`config.mk`:
```
export PLATFORM = sky130hd
export DESIGN_NAME = two_rotor_char_cipher_core_flat
export DESIGN_NICKNAME = d
export VERILOG_FILES = /design/src/rtl/trcc_pkg.sv /design/src/rtl/trcc_if.sv /design/src/rtl/trcc_ctrl.sv /design/src/rtl/trcc_dpath.sv /design/src/rtl/two_rotor_char_cipher_core.sv /design/src/flat_wrapper.sv
export SDC_FILE = /design/constraint.sdc
export NUM_CORES = 1
export LEC_CHECK = 0
export BUFFER_PORTS_ARGS = -buffer_cell sky130_fd_sc_hd__buf_2
export CORE_AREA = 2 2 235 283
export DETAILED_ROUTE_END_ITERATION = 8
export DIE_AREA = 0 0 237 285
export PLACE_DENSITY = 0.45
export SYNTH_ARGS = -nofsm -noshare
export SYNTH_HDL_FRONTEND = slang
export SYNTH_SLANG_ARGS = --single-unit
```
`constraint.sdc`:
```
create_clock -name clk_i -period 7.7 [get_ports clk_i]
set_input_delay 0 -clock clk_i [delete_from_list [all_inputs] [get_ports clk_i]]
set_output_delay 0 -clock clk_i [all_outputs]
set_load 0.02 [all_outputs]
```
`src/rtl/trcc_pkg.sv`:
```
// Shared types, constants and helper functions for the two-rotor character cipher.
// Imported by the channel interfaces, the controller, the datapath and the top level.
`timescale 1ns / 1ps

package trcc_pkg;

  // Rotor geometry.
  localparam int unsigned RotorSize = 28;
  localparam int unsigned IdxW      = $clog2(RotorSize);

  typedef logic [IdxW-1:0] idx_t;

  localparam logic [IdxW:0] RotorSizeW = (IdxW + 1)'(RotorSize);
  localparam idx_t          IdxLast    = idx_t'(RotorSize - 1);
  localparam idx_t          IdxSpace   = idx_t'(26);
  localparam idx_t          IdxDot     = idx_t'(27);

  // Character codes.
  localparam logic [7:0] CharUpperA = 8'd65;
  localparam logic [7:0] CharUpperZ = 8'd90;
  localparam logic [7:0] CharLowerA = 8'd97;
  localparam logic [7:0] CharLowerZ = 8'd122;
  localparam logic [7:0] CharSpace  = 8'd32;
  localparam logic [7:0] CharDot    = 8'd46;
  localparam logic [7:0] CaseOffset = 8'd32;

  // Payload and configuration widths.
  localparam int unsigned CharW     = 8;
  localparam int unsigned ModeW     = 2;
  localparam int unsigned CfgIdxW   = 2;
  localparam int unsigned CfgDataW  = 5;

  // Item kinds carried in the mode field.
  typedef enum logic [ModeW-1:0] {
    MODE_LOAD_FIRST  = 2'd0,
    MODE_LOAD_SECOND = 2'd1,
    MODE_START       = 2'd2,
    MODE_CHAR        = 2'd3
  } mode_e;

  // Configuration register indexes.
  typedef enum logic [CfgIdxW-1:0] {
    CFG_FIRST_START  = 2'd0,
    CFG_SECOND_START = 2'd1,
    CFG_DECRYPT      = 2'd2
  } cfg_idx_e;

  // Controller states.
  typedef enum logic [2:0] {
    ST_IDLE,
    ST_LOOK,
    ST_SCAN,
    ST_DRAIN,
    ST_WB
  } state_e;

  // Commands from the controller to the datapath.
  typedef struct packed {
    logic load_first;
    logic load_second;
    logic start;
    logic char_take;
    logic look;
    logic scan;
    logic drain;
    logic wb;
  } cmd_t;

  // Status from the datapath to the controller.
  typedef struct packed {
    logic char_ok;
    logic scan_last;
  } status_t;

  // Sum of two rotor positions, reduced modulo the rotor size.
  function automatic idx_t trcc_mod_add(idx_t a, idx_t b);
    logic [IdxW:0] s;
    s = {1'b0, a} + {1'b0, b};
    if (s >= RotorSizeW) begin
      s = s - RotorSizeW;
    end
    return s[IdxW-1:0];
  endfunction

  // Reduce a five-bit offset below the rotor size.
  function automatic idx_t trcc_reduce(idx_t a);
    idx_t r;
    r = a;
    if ({1'b0, a} >= RotorSizeW) begin
      r = a - RotorSizeW[IdxW-1:0];
    end
    return r;
  endfunction

endpackage

```
`src/rtl/trcc_if.sv`:
```
// Handshake channel interfaces: character items in, result items out, configuration writes.
// Depends on trcc_pkg for the payload widths.
`timescale 1ns / 1ps

interface trcc_in_if
  import trcc_pkg::*;
();
  logic                valid;
  logic                ready;
  logic [ModeW-1:0]    mode;
  logic [IdxW-1:0]     entry_index;
  logic [CharW-1:0]    entry_value;
  logic [CharW-1:0]    char_in;

  modport source (output valid, output mode, output entry_index, output entry_value,
                  output char_in, input ready);
  modport sink   (input valid, input mode, input entry_index, input entry_value,
                  input char_in, output ready);
endinterface

interface trcc_out_if
  import trcc_pkg::*;
();
  logic             valid;
  logic             ready;
  logic [CharW-1:0] char_out;
  logic             was_ciphered;

  modport source (output valid, output char_out, output was_ciphered, input ready);
  modport sink   (input valid, input char_out, input was_ciphered, output ready);
endinterface

interface trcc_cfg_if
  import trcc_pkg::*;
();
  logic                valid;
  logic                ready;
  logic [CfgIdxW-1:0]  index;
  logic [CfgDataW-1:0] data;

  modport source (output valid, output index, output data, input ready);
  modport sink   (input valid, input index, input data, output ready);
endinterface

```
`src/rtl/trcc_ctrl.sv`:
```
// Controller state machine for the two-rotor cipher: sequences load, start and character items.
// Depends on trcc_pkg for the state, mode, command and status types.
`timescale 1ns / 1ps

module trcc_ctrl
  import trcc_pkg::*;
(
  input  logic             clk_i,
  input  logic             rst_ni,
  input  logic             in_valid_i,
  input  logic [ModeW-1:0] in_mode_i,
  output logic             in_ready_o,
  output logic             out_valid_o,
  input  logic             out_ready_i,
  input  status_t          status_i,
  output cmd_t             cmd_o
);

  state_e state_q, state_d;
  logic   out_valid_q, out_valid_d;
  logic   in_acc;

  // State and output valid registers.
  always_ff @(posedge clk_i or negedge rst_ni) begin
    if (!rst_ni) begin
      state_q     <= ST_IDLE;
      out_valid_q <= 1'b0;
    end else begin
      state_q     <= state_d;
      out_valid_q <= out_valid_d;
    end
  end

  assign in_ready_o  = (state_q == ST_IDLE);
  assign in_acc      = in_valid_i && in_ready_o;
  assign out_valid_o = out_valid_q;

  // Next state and datapath commands.
  always_comb begin
    state_d = state_q;
    cmd_o   = '0;
    unique case (state_q)
      ST_IDLE: begin
        if (in_acc) begin
          unique case (mode_e'(in_mode_i))
            MODE_LOAD_FIRST:  cmd_o.load_first  = 1'b1;
            MODE_LOAD_SECOND: cmd_o.load_second = 1'b1;
            MODE_START:       cmd_o.start       = 1'b1;
            MODE_CHAR: begin
              cmd_o.char_take = 1'b1;
              state_d = status_i.char_ok ? ST_LOOK : ST_WB;
            end
            default: ;
          endcase
        end
      end
      ST_LOOK: begin
        cmd_o.look = 1'b1;
        state_d    = ST_SCAN;
      end
      ST_SCAN: begin
        cmd_o.scan = 1'b1;
        if (status_i.scan_last) begin
          state_d = ST_DRAIN;
        end
      end
      ST_DRAIN: begin
        cmd_o.drain = 1'b1;
        state_d     = ST_WB;
      end
      ST_WB: begin
        if (!out_valid_q || out_ready_i) begin
          cmd_o.wb = 1'b1;
          state_d  = ST_IDLE;
        end
      end
      default: state_d = ST_IDLE;
    endcase
  end

  // The output register fills on write-back and empties when the item is taken.
  always_comb begin
    out_valid_d = out_valid_q;
    if (cmd_o.wb) begin
      out_valid_d = 1'b1;
    end else if (out_ready_i) begin
      out_valid_d = 1'b0;
    end
  end

endmodule

```
`src/rtl/trcc_dpath.sv`:
```
// Datapath for the two-rotor cipher: rotor memories, positions, configuration and the scan.
// Depends on trcc_pkg for constants, types and the modular add helpers.
`timescale 1ns / 1ps

module trcc_dpath
  import trcc_pkg::*;
(
  input  logic                clk_i,
  input  logic                rst_ni,
  input  logic                cfg_we_i,
  input  logic [CfgIdxW-1:0]  cfg_index_i,
  input  logic [CfgDataW-1:0] cfg_data_i,
  input  logic [IdxW-1:0]     entry_index_i,
  input  logic [CharW-1:0]    entry_value_i,
  input  logic [CharW-1:0]    char_in_i,
  input  cmd_t                cmd_i,
  output status_t             status_o,
  output logic [CharW-1:0]    char_out_o,
  output logic                was_ciphered_o
);

  // Rotor tables, kept unrotated.
  logic [CharW-1:0] tab1_mem [RotorSize];
  logic [CharW-1:0] tab2_mem [RotorSize];
  logic [CharW-1:0] rd1_q, rd2_q;

  // Configuration and rotor position registers.
  idx_t first_start_q, second_start_q;
  logic decrypt_q;
  idx_t pos1_q, pos2_q;

  // Scan control.
  logic [IdxW:0] cnt_q;
  logic          cmp_v_q;
  idx_t          cmp_i_q;

  // Per-character payload.
  idx_t             idx_q, found_q;
  logic             pass_q;
  logic [CharW-1:0] byte_q, look_q;
  logic [CharW-1:0] char_out_q;
  logic             was_ciphered_q;

  logic [CharW-1:0] up_char;
  logic             is_letter;
  logic             char_ok;
  idx_t             char_idx;
  idx_t             pos_j, neg_pos1, addr1, addr2;
  logic             entry_ok;
  logic [CharW-1:0] look_data, scan_data;
  logic [CharW-1:0] cipher_char;

  // Upper-case the byte and classify it.
  always_comb begin
    up_char = char_in_i;
    if (char_in_i >= CharLowerA && char_in_i <= CharLowerZ) begin
      up_char = char_in_i - CaseOffset;
    end
    is_letter = (up_char >= CharUpperA) && (up_char <= CharUpperZ);
    char_ok   = is_letter || (up_char == CharSpace) || (up_char == CharDot);
    if (is_letter) begin
      char_idx = idx_t'(up_char - CharUpperA);
    end else if (up_char == CharSpace) begin
      char_idx = IdxSpace;
    end else begin
      char_idx = IdxDot;
    end
  end

  assign status_o.char_ok   = char_ok;
  assign status_o.scan_last = (cnt_q == {1'b0, IdxLast});

  // Rotated read addresses: the first rotor turns right, the second left.
  assign pos_j    = cmd_i.look ? idx_q : cnt_q[IdxW-1:0];
  assign neg_pos1 = (pos1_q == '0) ? '0 : idx_t'(RotorSizeW - {1'b0, pos1_q});
  assign addr1    = trcc_mod_add(pos_j, neg_pos1);
  assign addr2    = trcc_mod_add(pos_j, pos2_q);
  assign entry_ok = ({1'b0, entry_index_i} < RotorSizeW);

  // Rotor memories: one write and one registered read per table.
  always_ff @(posedge clk_i) begin
    if (cmd_i.load_first && entry_ok) begin
      tab1_mem[entry_index_i] <= entry_value_i;
    end
    if (cmd_i.load_second && entry_ok) begin
      tab2_mem[entry_index_i] <= entry_value_i;
    end
    rd1_q <= tab1_mem[addr1];
    rd2_q <= tab2_mem[addr2];
  end

  // In decrypt direction the tables swap roles.
  assign look_data = decrypt_q ? rd2_q : rd1_q;
  assign scan_data = decrypt_q ? rd1_q : rd2_q;

  // Configuration, positions and scan control.
  always_ff @(posedge clk_i or negedge rst_ni) begin
    if (!rst_ni) begin
      first_start_q  <= '0;
      second_start_q <= '0;
      decrypt_q      <= 1'b0;
      pos1_q         <= '0;
      pos2_q         <= '0;
      cnt_q          <= '0;
      cmp_v_q        <= 1'b0;
    end else begin
      if (cfg_we_i) begin
        unique case (cfg_idx_e'(cfg_index_i))
          CFG_FIRST_START:  first_start_q  <= cfg_data_i[IdxW-1:0];
          CFG_SECOND_START: second_start_q <= cfg_data_i[IdxW-1:0];
          CFG_DECRYPT:      decrypt_q      <= cfg_data_i[0];
          default: ;
        endcase
      end
      if (cmd_i.start) begin
        pos1_q <= trcc_reduce(first_start_q);
        pos2_q <= trcc_reduce(second_start_q);
      end else if (cmd_i.wb && !pass_q) begin
        pos1_q <= trcc_mod_add(pos1_q, idx_t'(1));
        pos2_q <= trcc_mod_add(pos2_q, idx_t'(1));
      end
      if (cmd_i.char_take) begin
        cnt_q   <= '0;
        cmp_v_q <= 1'b0;
      end else if (cmd_i.scan) begin
        cnt_q   <= cnt_q + 1'b1;
        cmp_v_q <= 1'b1;
      end else if (cmd_i.drain) begin
        cmp_v_q <= 1'b0;
      end
    end
  end

  // Map the found index back to a character.
  always_comb begin
    if (found_q == IdxSpace) begin
      cipher_char = CharSpace;
    end else if (found_q == IdxDot) begin
      cipher_char = CharDot;
    end else begin
      cipher_char = CharUpperA + CharW'(found_q);
    end
  end

  // Character payload, look-up value, last match and output register.
  always_ff @(posedge clk_i) begin
    if (cmd_i.char_take) begin
      idx_q   <= char_idx;
      found_q <= char_idx;
      pass_q  <= !char_ok;
      byte_q  <= up_char;
    end else if (cmp_v_q && (scan_data == look_q)) begin
      found_q <= cmp_i_q;
    end
    if (cmd_i.scan) begin
      cmp_i_q <= cnt_q[IdxW-1:0];
      if (cnt_q == '0) begin
        look_q <= look_data;
      end
    end
    if (cmd_i.wb) begin
      char_out_q     <= pass_q ? byte_q : cipher_char;
      was_ciphered_q <= !pass_q;
    end
  end

  assign char_out_o     = char_out_q;
  assign was_ciphered_o = was_ciphered_q;

endmodule

```
`src/rtl/two_rotor_char_cipher_core.sv`:
```
// Top level of the two-rotor character cipher: joins the controller and the datapath.
// Depends on trcc_pkg, the channel interfaces, trcc_ctrl and trcc_dpath.
//
// Use: rotor tables are filled with load items (mode 0 and 1), one entry per item.
// A start item (mode 2) sets both rotor positions from the configured offsets.
// Character items (mode 3) give one result item each; loads and starts give none.
// The configuration channel is always ready and should be written only while idle.
// Load and start items leave the block idle, so the next item is accepted on the
// following cycle. A pass-through byte goes from acceptance straight to write-back.
// A ciphered character passes through the acceptance, one look-up read, a 28-step scan
// of the other rotor table through its single read port, a drain of the read register
// and one write-back; that scan is the longest of these steps.
// The result sits in an output register, so the next item may be accepted while
// it waits; a stalled receiver holds the block only at write-back of a new result.
// Reset clears the positions, the offsets and the direction; table contents are
// undefined until written.
`timescale 1ns / 1ps

module two_rotor_char_cipher_core
  import trcc_pkg::*;
(
  input  logic         clk_i,
  input  logic         rst_ni,
  trcc_cfg_if.sink     cfg_i,
  trcc_in_if.sink      in_i,
  trcc_out_if.source   out_o
);

  cmd_t    cmd;
  status_t status;
  logic    in_ready;
  logic    out_valid;

  assign cfg_i.ready = 1'b1;
  assign in_i.ready  = in_ready;
  assign out_o.valid = out_valid;

  // Sequencing.
  trcc_ctrl u_ctrl (
    .clk_i       (clk_i),
    .rst_ni      (rst_ni),
    .in_valid_i  (in_i.valid),
    .in_mode_i   (in_i.mode),
    .in_ready_o  (in_ready),
    .out_valid_o (out_valid),
    .out_ready_i (out_o.ready),
    .status_i    (status),
    .cmd_o       (cmd)
  );

  // Tables, positions and result.
  trcc_dpath u_dpath (
    .clk_i          (clk_i),
    .rst_ni         (rst_ni),
    .cfg_we_i       (cfg_i.valid),
    .cfg_index_i    (cfg_i.index),
    .cfg_data_i     (cfg_i.data),
    .entry_index_i  (in_i.entry_index),
    .entry_value_i  (in_i.entry_value),
    .char_in_i      (in_i.char_in),
    .cmd_i          (cmd),
    .status_o       (status),
    .char_out_o     (out_o.char_out),
    .was_ciphered_o (out_o.was_ciphered)
  );

endmodule

```
`src/flat_wrapper.sv`:
```
// flat-port wrapper written by rule: the top's interface ports become plain ports
module two_rotor_char_cipher_core_flat import trcc_pkg::*;
  (clk_i, rst_ni, cfg_i_valid, cfg_i_index, cfg_i_data, cfg_i_ready, in_i_valid, in_i_mode, in_i_entry_index, in_i_entry_value, in_i_char_in, in_i_ready, out_o_valid, out_o_char_out, out_o_was_ciphered, out_o_ready);
  trcc_cfg_if cfg_i_i ();
  trcc_in_if in_i_i ();
  trcc_out_if out_o_i ();
  input  logic clk_i;
  input  logic rst_ni;
  input wire logic [$bits(cfg_i_i.valid)-1:0] cfg_i_valid;
  input wire logic [$bits(cfg_i_i.index)-1:0] cfg_i_index;
  input wire logic [$bits(cfg_i_i.data)-1:0] cfg_i_data;
  output wire logic [$bits(cfg_i_i.ready)-1:0] cfg_i_ready;
  input wire logic [$bits(in_i_i.valid)-1:0] in_i_valid;
  input wire logic [$bits(in_i_i.mode)-1:0] in_i_mode;
  input wire logic [$bits(in_i_i.entry_index)-1:0] in_i_entry_index;
  input wire logic [$bits(in_i_i.entry_value)-1:0] in_i_entry_value;
  input wire logic [$bits(in_i_i.char_in)-1:0] in_i_char_in;
  output wire logic [$bits(in_i_i.ready)-1:0] in_i_ready;
  output wire logic [$bits(out_o_i.valid)-1:0] out_o_valid;
  output wire logic [$bits(out_o_i.char_out)-1:0] out_o_char_out;
  output wire logic [$bits(out_o_i.was_ciphered)-1:0] out_o_was_ciphered;
  input wire logic [$bits(out_o_i.ready)-1:0] out_o_ready;
  assign cfg_i_i.valid = cfg_i_valid;
  assign cfg_i_i.index = cfg_i_index;
  assign cfg_i_i.data = cfg_i_data;
  assign cfg_i_ready = cfg_i_i.ready;
  assign in_i_i.valid = in_i_valid;
  assign in_i_i.mode = in_i_mode;
  assign in_i_i.entry_index = in_i_entry_index;
  assign in_i_i.entry_value = in_i_entry_value;
  assign in_i_i.char_in = in_i_char_in;
  assign in_i_ready = in_i_i.ready;
  assign out_o_valid = out_o_i.valid;
  assign out_o_char_out = out_o_i.char_out;
  assign out_o_was_ciphered = out_o_i.was_ciphered;
  assign out_o_i.ready = out_o_ready;
  two_rotor_char_cipher_core u_core (.clk_i(clk_i), .rst_ni(rst_ni), .cfg_i(cfg_i_i), .in_i(in_i_i), .out_o(out_o_i));
endmodule
```
* Word-level counts from Yosys, hierarchy flattened *
Memory sizes are Yosys's and may differ from the RTL's. A register that Yosys moved wholly into a read port is not among the register bits.
Index checks and enable logic that the tools add are counted.
Widths: inputs -> output; s select.

operators by class
  add/sub/neg operators = 15
  reduce and logical (&&, ||, !) cells = 28
  equality and inequality tests = 19
  order comparisons = 11
  muxes and demuxes = 50

operators by type and width
  kind                 number
  $mux 5               15
  $mux 8               6
  $sub 5x5->5 const B  6
  $ge 6x5->1 const B   4
  $mux 1               19
  $eq 8x6->1 const B   2
  $ge 8x7->1 const B   2
  $le 8x7->1 const B   2
  $mux 3               5
  $pmux 3 s5           1
  $add 5x1->6 const B  2
  $add 5x5->6          2
  $mux 6               2
  $eq 5x5->1 const B   2
  $ge 5x5->1 const B   2
  $add 7x5->8 const A  1
  $eq 8x8->1           1
  $mux 4               2
  $reduce_and 2->1     4
  $reduce_bool 2->1    4
  $sub 8x6->8 const B  1
  $logic_and 1x1->1    7
  $add 6x1->6 const B  1
  $eq 2x2->1 const B   3
  other kinds (18)     27

storage, ports and cells
  register bits after elaboration = 73
  output and inout port bits = 12
  word-level logic and storage cells = 142
  memories kept = 2
  memory bits (writable) = 448

memories
  name                     words  bits a word  read ports  clocked after memory_dff  write ports  line              RTL
  u_core.u_dpath.tab1_mem  28     8            1           1                         1            trcc_dpath.sv:23  logic [CharW-1:0] tab1_mem [RotorSize];
  u_core.u_dpath.tab2_mem  28     8            1           1                         1            trcc_dpath.sv:24  logic [CharW-1:0] tab2_mem [RotorSize];

* Logic depth before layout (Yosys ltp) *
  depth in word-level cells = 11
  mapped depth = 19

* Hierarchy *
Synthesis repeated with hierarchy kept, for this count alone.

unflattened totals
  cell total of the unflattened synthesis = 1301
  area, all modules = 22846.9 um2

modules (own cells, without submodules)
  module                      area an instance (um2)  instances  sequential area each (um2)  cells an instance
  trcc_dpath                  22544.1                 1          15705.1                     1266
  trcc_ctrl                   291.5                   1          100.1                       33
  two_rotor_char_cipher_core  11.3                    1          0.0                         2

* Worst setup path after synthesis *
Ideal clock, no wire load.

  path type = reg-to-reg
  start = register u_core.u_ctrl.state_q[0]
  end = register u_core.u_dpath.rd2_q[0], read port of u_core.u_dpath.tab2_mem
  setup slack = 3.637 ns
  data arrival time = 3.946 ns
  stages on the path, launching flop included = 16
  setup time = 0.117 ns
  data required time = 7.583 ns
  path buffers = 0
  cells stage by stage = dfrtp_1 > inv_1 > nor3_1 > nand2_1 > o21ai_0 > ha_1 > inv_1 > fa_1 > xnor2_1 > ha_1 > nor2b_1 > a21boi_2 > o31ai_4 > nand2_4 > mux4_2 > a22o_1

between the ends
  word-level cells in the longest chain between the ends = 6
  elaborated cells on any way between the ends = 7
  those cells by class = 2 x add/sub; 1 x order compare; 1 x eq/ne; 3 x mux

RTL lines
  what                                              line                            RTL
  start: declaration                                trcc_ctrl.sv:19                 state_e state_q, state_d;
  start signal: assignment                          trcc_ctrl.sv:29                 state_q <= state_d;
  $eq 3x1->1 *                                      trcc_ctrl.sv:42                 unique case (state_q)
  $mux 1 *                                          trcc_ctrl.sv:42
  $mux 5 *                                          trcc_dpath.sv:74                assign pos_j = cmd_i.look ? idx_q : cnt_q[IdxW-1:0];
  $add 5x5->6 *                                     trcc_pkg.sv:78                  s = {1'b0, a} + {1'b0, b};
  $sub 5x5->5 / $ge 6x5->1 (equally long branches)  trcc_pkg.sv:80, trcc_pkg.sv:79
  $mux 5 *                                          trcc_pkg.sv:79                  if (s >= RotorSizeW) begin
  end: declaration                                  trcc_dpath.sv:25                logic [CharW-1:0] rd1_q, rd2_q;

Mark *: on every way between the ends. The rest lies on a longest branch, timed or not.
A chain may end at the register's enable or synchronous reset.

* Worst setup path in the final report *
  start = register u_core.u_ctrl.state_q[0]
  end = register u_core.u_dpath.rd1_q[7], read port of u_core.u_dpath.tab1_mem

between the ends
  word-level cells in the longest chain between the ends = 6
  elaborated cells on any way between the ends = 7
  those cells by class = 2 x add/sub; 1 x order compare; 1 x eq/ne; 3 x mux

RTL lines
  what                                              line
  $eq 3x1->1 *                                      trcc_ctrl.sv:42
  $mux 1 *                                          trcc_ctrl.sv:42
  $mux 5 *                                          trcc_dpath.sv:74
  $add 5x5->6 *                                     trcc_pkg.sv:78
  $sub 5x5->5 / $ge 6x5->1 (equally long branches)  trcc_pkg.sv:80, trcc_pkg.sv:79
  $mux 5 *                                          trcc_pkg.sv:79
  end: declaration                                  trcc_dpath.sv:25

Marked as above.

==> flow_metrics.env <==
export IMPL_min_period_ns=4.98
export IMPL_netlist_instances=1278
export IMPL_h_tree_depth=2
export IMPL_critical_path_class="register to register"
export IMPL_row_count=103
export IMPL_core_um2=65100
export IMPL_worst_pin_slew_ns=1.25
export IMPL_final_antenna_net_count=0
export IMPL_cts_setup_buffers=0
export IMPL_seq_area_frac_synth_pct=70.4
export IMPL_ys_ff_latch=537
export IMPL_design_area_um2=25700
export IMPL_vdd_ir_drop_worst_v=0.000270
export IMPL_drv_slew=0
export IMPL_hold_path_class="input port to async pin"
export IMPL_grt_pass1_wl_um=80700
export IMPL_die_w_um=237
export IMPL_yosysWarnings=0
export IMPL_tns_ns=0
export IMPL_drv_cap=0
export IMPL_mostFrequentLayoutCells="489 x edfxtp_1, 120 x mux4_2, 102 x nor2_1"
export IMPL_worstPathRequired_ns=8.25
export IMPL_drt_iter0_drc=915
export IMPL_grt_pass1_vias=12100
export IMPL_die_h_um=285
export IMPL_cts_sinks=537
export IMPL_leakagePower_nw=8.46
export IMPL_place_congestion=0.790
export IMPL_cts_resized_gates=0
export IMPL_status="finished, final reports clean"
export IMPL_start_kind="register"
export IMPL_synth_edff_count=489
export IMPL_drc=0
export IMPL_grt_ovfl_total=0
export IMPL_finalCritPeriodShare_pct=64.7
export IMPL_max_slew_margin_pct=16.6
export IMPL_synth_area_um2=22500
export IMPL_place_area_um2=23600
export IMPL_grt_max_degree=57
export IMPL_ys_types=75
export IMPL_rsz0062_at_grt="no"
export IMPL_synthToLayoutAreaGrowth_pct=14.3
export IMPL_antenna_found_initial=0
export IMPL_root_buffer="clkbuf_16"
export IMPL_wl_um=54100
export IMPL_io_pins=47
export IMPL_portBuffers=45
export IMPL_finalSetupViolations=0
export IMPL_cts_inserted_buffers=55
export IMPL_clockBufferDepth=3
export IMPL_async_flop_share_pct=5.96
export IMPL_wl_per_cell_um=24.0
export IMPL_clock_skew_ns=0.0129
export IMPL_clk_pin_slew_ns=0.06
export IMPL_insertedDiodeCount=0
export IMPL_arrival_ns=5.53
export IMPL_cp_max_fo=32
export IMPL_dp_hpwl_um=33700
export IMPL_synth_ff_type="edfxtp_1"
export IMPL_worstReg2RegStart="u_core.u_ctrl.state_q[0]"
export IMPL_clk_latency_ns=0.61
export IMPL_fmax_mhz=201
export IMPL_crit_path_end_kind="register"
export IMPL_via_per_inst=5.19
export IMPL_nets=1433
export IMPL_syn_nets=1343
export IMPL_hold_viol=0
export IMPL_grtUsageTotal_pct=16.2
export IMPL_dieArea_um2=67500
export IMPL_cts_tree="done"
export IMPL_firstDrtPassIters=5
export IMPL_syn_avg_cell_area_um2=17.6
export IMPL_drive_above_1_share_pct=21.2
export IMPL_startpoint="u_core.u_ctrl.state_q[0]"
export IMPL_power_density_nw_per_um2=421
export IMPL_num_vias=11700
export IMPL_layout_commonest_cell="edfxtp_1"
export IMPL_initial_utilization_pct=34.5
[cells in the mapped netlist, drive strengths merged (3+ instances only)]
| cell type | number | area, um2 |
|---|---|---|
| o211ai | 3 | 22.5 |
| a31oi | 9 | 56.3 |
| nand4 | 7 | 43.8 |
| mux4 | 120 | 2700 |
| a211oi | 12 | 95.1 |
| dfrtp | 32 | 801 |
| mux2 | 25 | 282 |
| o21ai | 22 | 114 |
| a22oi | 10 | 75.1 |
| o31ai | 4 | 43.8 |
| and2 | 5 | 31.3 |
| dfxtp | 16 | 320 |
| nand3 | 15 | 80.1 |
| inv | 35 | 131 |
| nor3b | 3 | 22.5 |
| nand2 | 48 | 188 |
| a21oi | 51 | 263 |
| a21o | 13 | 97.6 |
| clkbuf | 29 | 109 |
| nor2b | 8 | 57.6 |
| ha | 28 | 350 |
| nor2 | 103 | 389 |
| or3 | 3 | 18.8 |
| nor4 | 5 | 46.3 |
| a221oi | 3 | 26.3 |
| a22o | 11 | 96.3 |
| nor3 | 18 | 100 |
| and3 | 6 | 37.5 |
| mux2i | 29 | 290 |
| buf | 22 | 109 |
| xor2 | 14 | 130 |
| nand2b | 13 | 81.3 |
| nand3b | 6 | 45.0 |
| o22ai | 11 | 68.8 |
| edfxtp | 489 | 14700 |
| xnor2 | 18 | 158 |
[critical path, stage by stage (launching register included)]
cell and delay, ns:
dfrtp_1 0.42, inv_1 0.08, nor3_1 0.66, o21ai_0 0.42
ha_4 0.30, fa_2 0.40, xor2_2 0.29, ha_1 0.37
nor2b_1 0.17, nor3_1 0.05, a31oi_1 0.31, mux2i_4 0.83
nor2_1 0.11, a211oi_1 0.36, a21o_1 0.13
[registers in the layout, summed over array words and instances (netlist names), 6 cells and up]
register and flops:
u_core.u_dpath.byte_q 8, u_core.u_dpath.char_out_o 8, u_core.u_dpath.cnt_q 6, u_core.u_dpath.look_q 8, u_core.u_dpath.rd1_q 8, u_core.u_dpath.rd2_q 8, u_core.u_dpath.tab1_mem 224, u_core.u_dpath.tab2_mem 224
[what timing repair did]
item                       in CTS  in global routing
hold buffers                   29                  0
hold endpoints to repair       69                  0
setup endpoints to repair       0                  0
[power by group]
group	switching, mW	leakage [nW]	internal [mW]
Clock	1.12	0.841	1.50
Sequential	0.139	4.92	3.32
Combinational	2.54	2.70	2.18
[layer usage]
metal  track usage, %  routed length, um
met2             27.0              26700
met5                0                  0
met4             5.22               1510
met3             2.37               2010
met1             21.9              23900
[layout make-up]
cell class	count	area, um2
flip-flops and latches	537	15800
clock buffers	74	1460
fillers	5877	39400
well taps	840	1050
clock inverters	28	278
multi-input cells	654	6350
repair buffers	84	591
inverters	36	135
[path summary, 6_finish.rpt]
kind                                               endpoint  slack (ns)  cells after the start
min reg2reg                    u_core.u_dpath.char_out_o[1]        0.53                      1
max                                 u_core.u_dpath.rd1_q[7]        2.72                     14
max reg2reg                         u_core.u_dpath.rd1_q[7]        2.72                     14
min in group clk_i                 u_core.u_ctrl.state_q[0]        0.04                      4
max in group asynchronous           u_core.u_dpath.cnt_q[4]        7.19                      2
min                        u_core.u_dpath.second_start_q[4]        0.01                      2
[cell families after synthesis]
family	after synthesis	synth area share, %
compound gates	169	5.09
xor+xnor	32	1.28
fa+ha+maj	30	1.74
buf+inv	87	1.57
flops	537	70.4
mux	174	14.6
other cells	1	0.0167
simple gates	248	5.37
[metrics by stage]
step                worst slack, ns  hold WS, ns  total power [mW]  util [%]  std cells
global placement               2.92        0.133              8.30      36.3       2122
CTS                            2.75      0.00405              11.0      39.4       2253
global route                   2.25       0.0523              11.4      39.4       2253
floorplan                      3.64       -0.296              6.99         -       1278
detailed placement             2.75        0.133              8.32      36.3       2122
finish                         2.72       0.0131              10.8      39.4       2253
No activity file was read; power rests on OpenSTA's default activity.
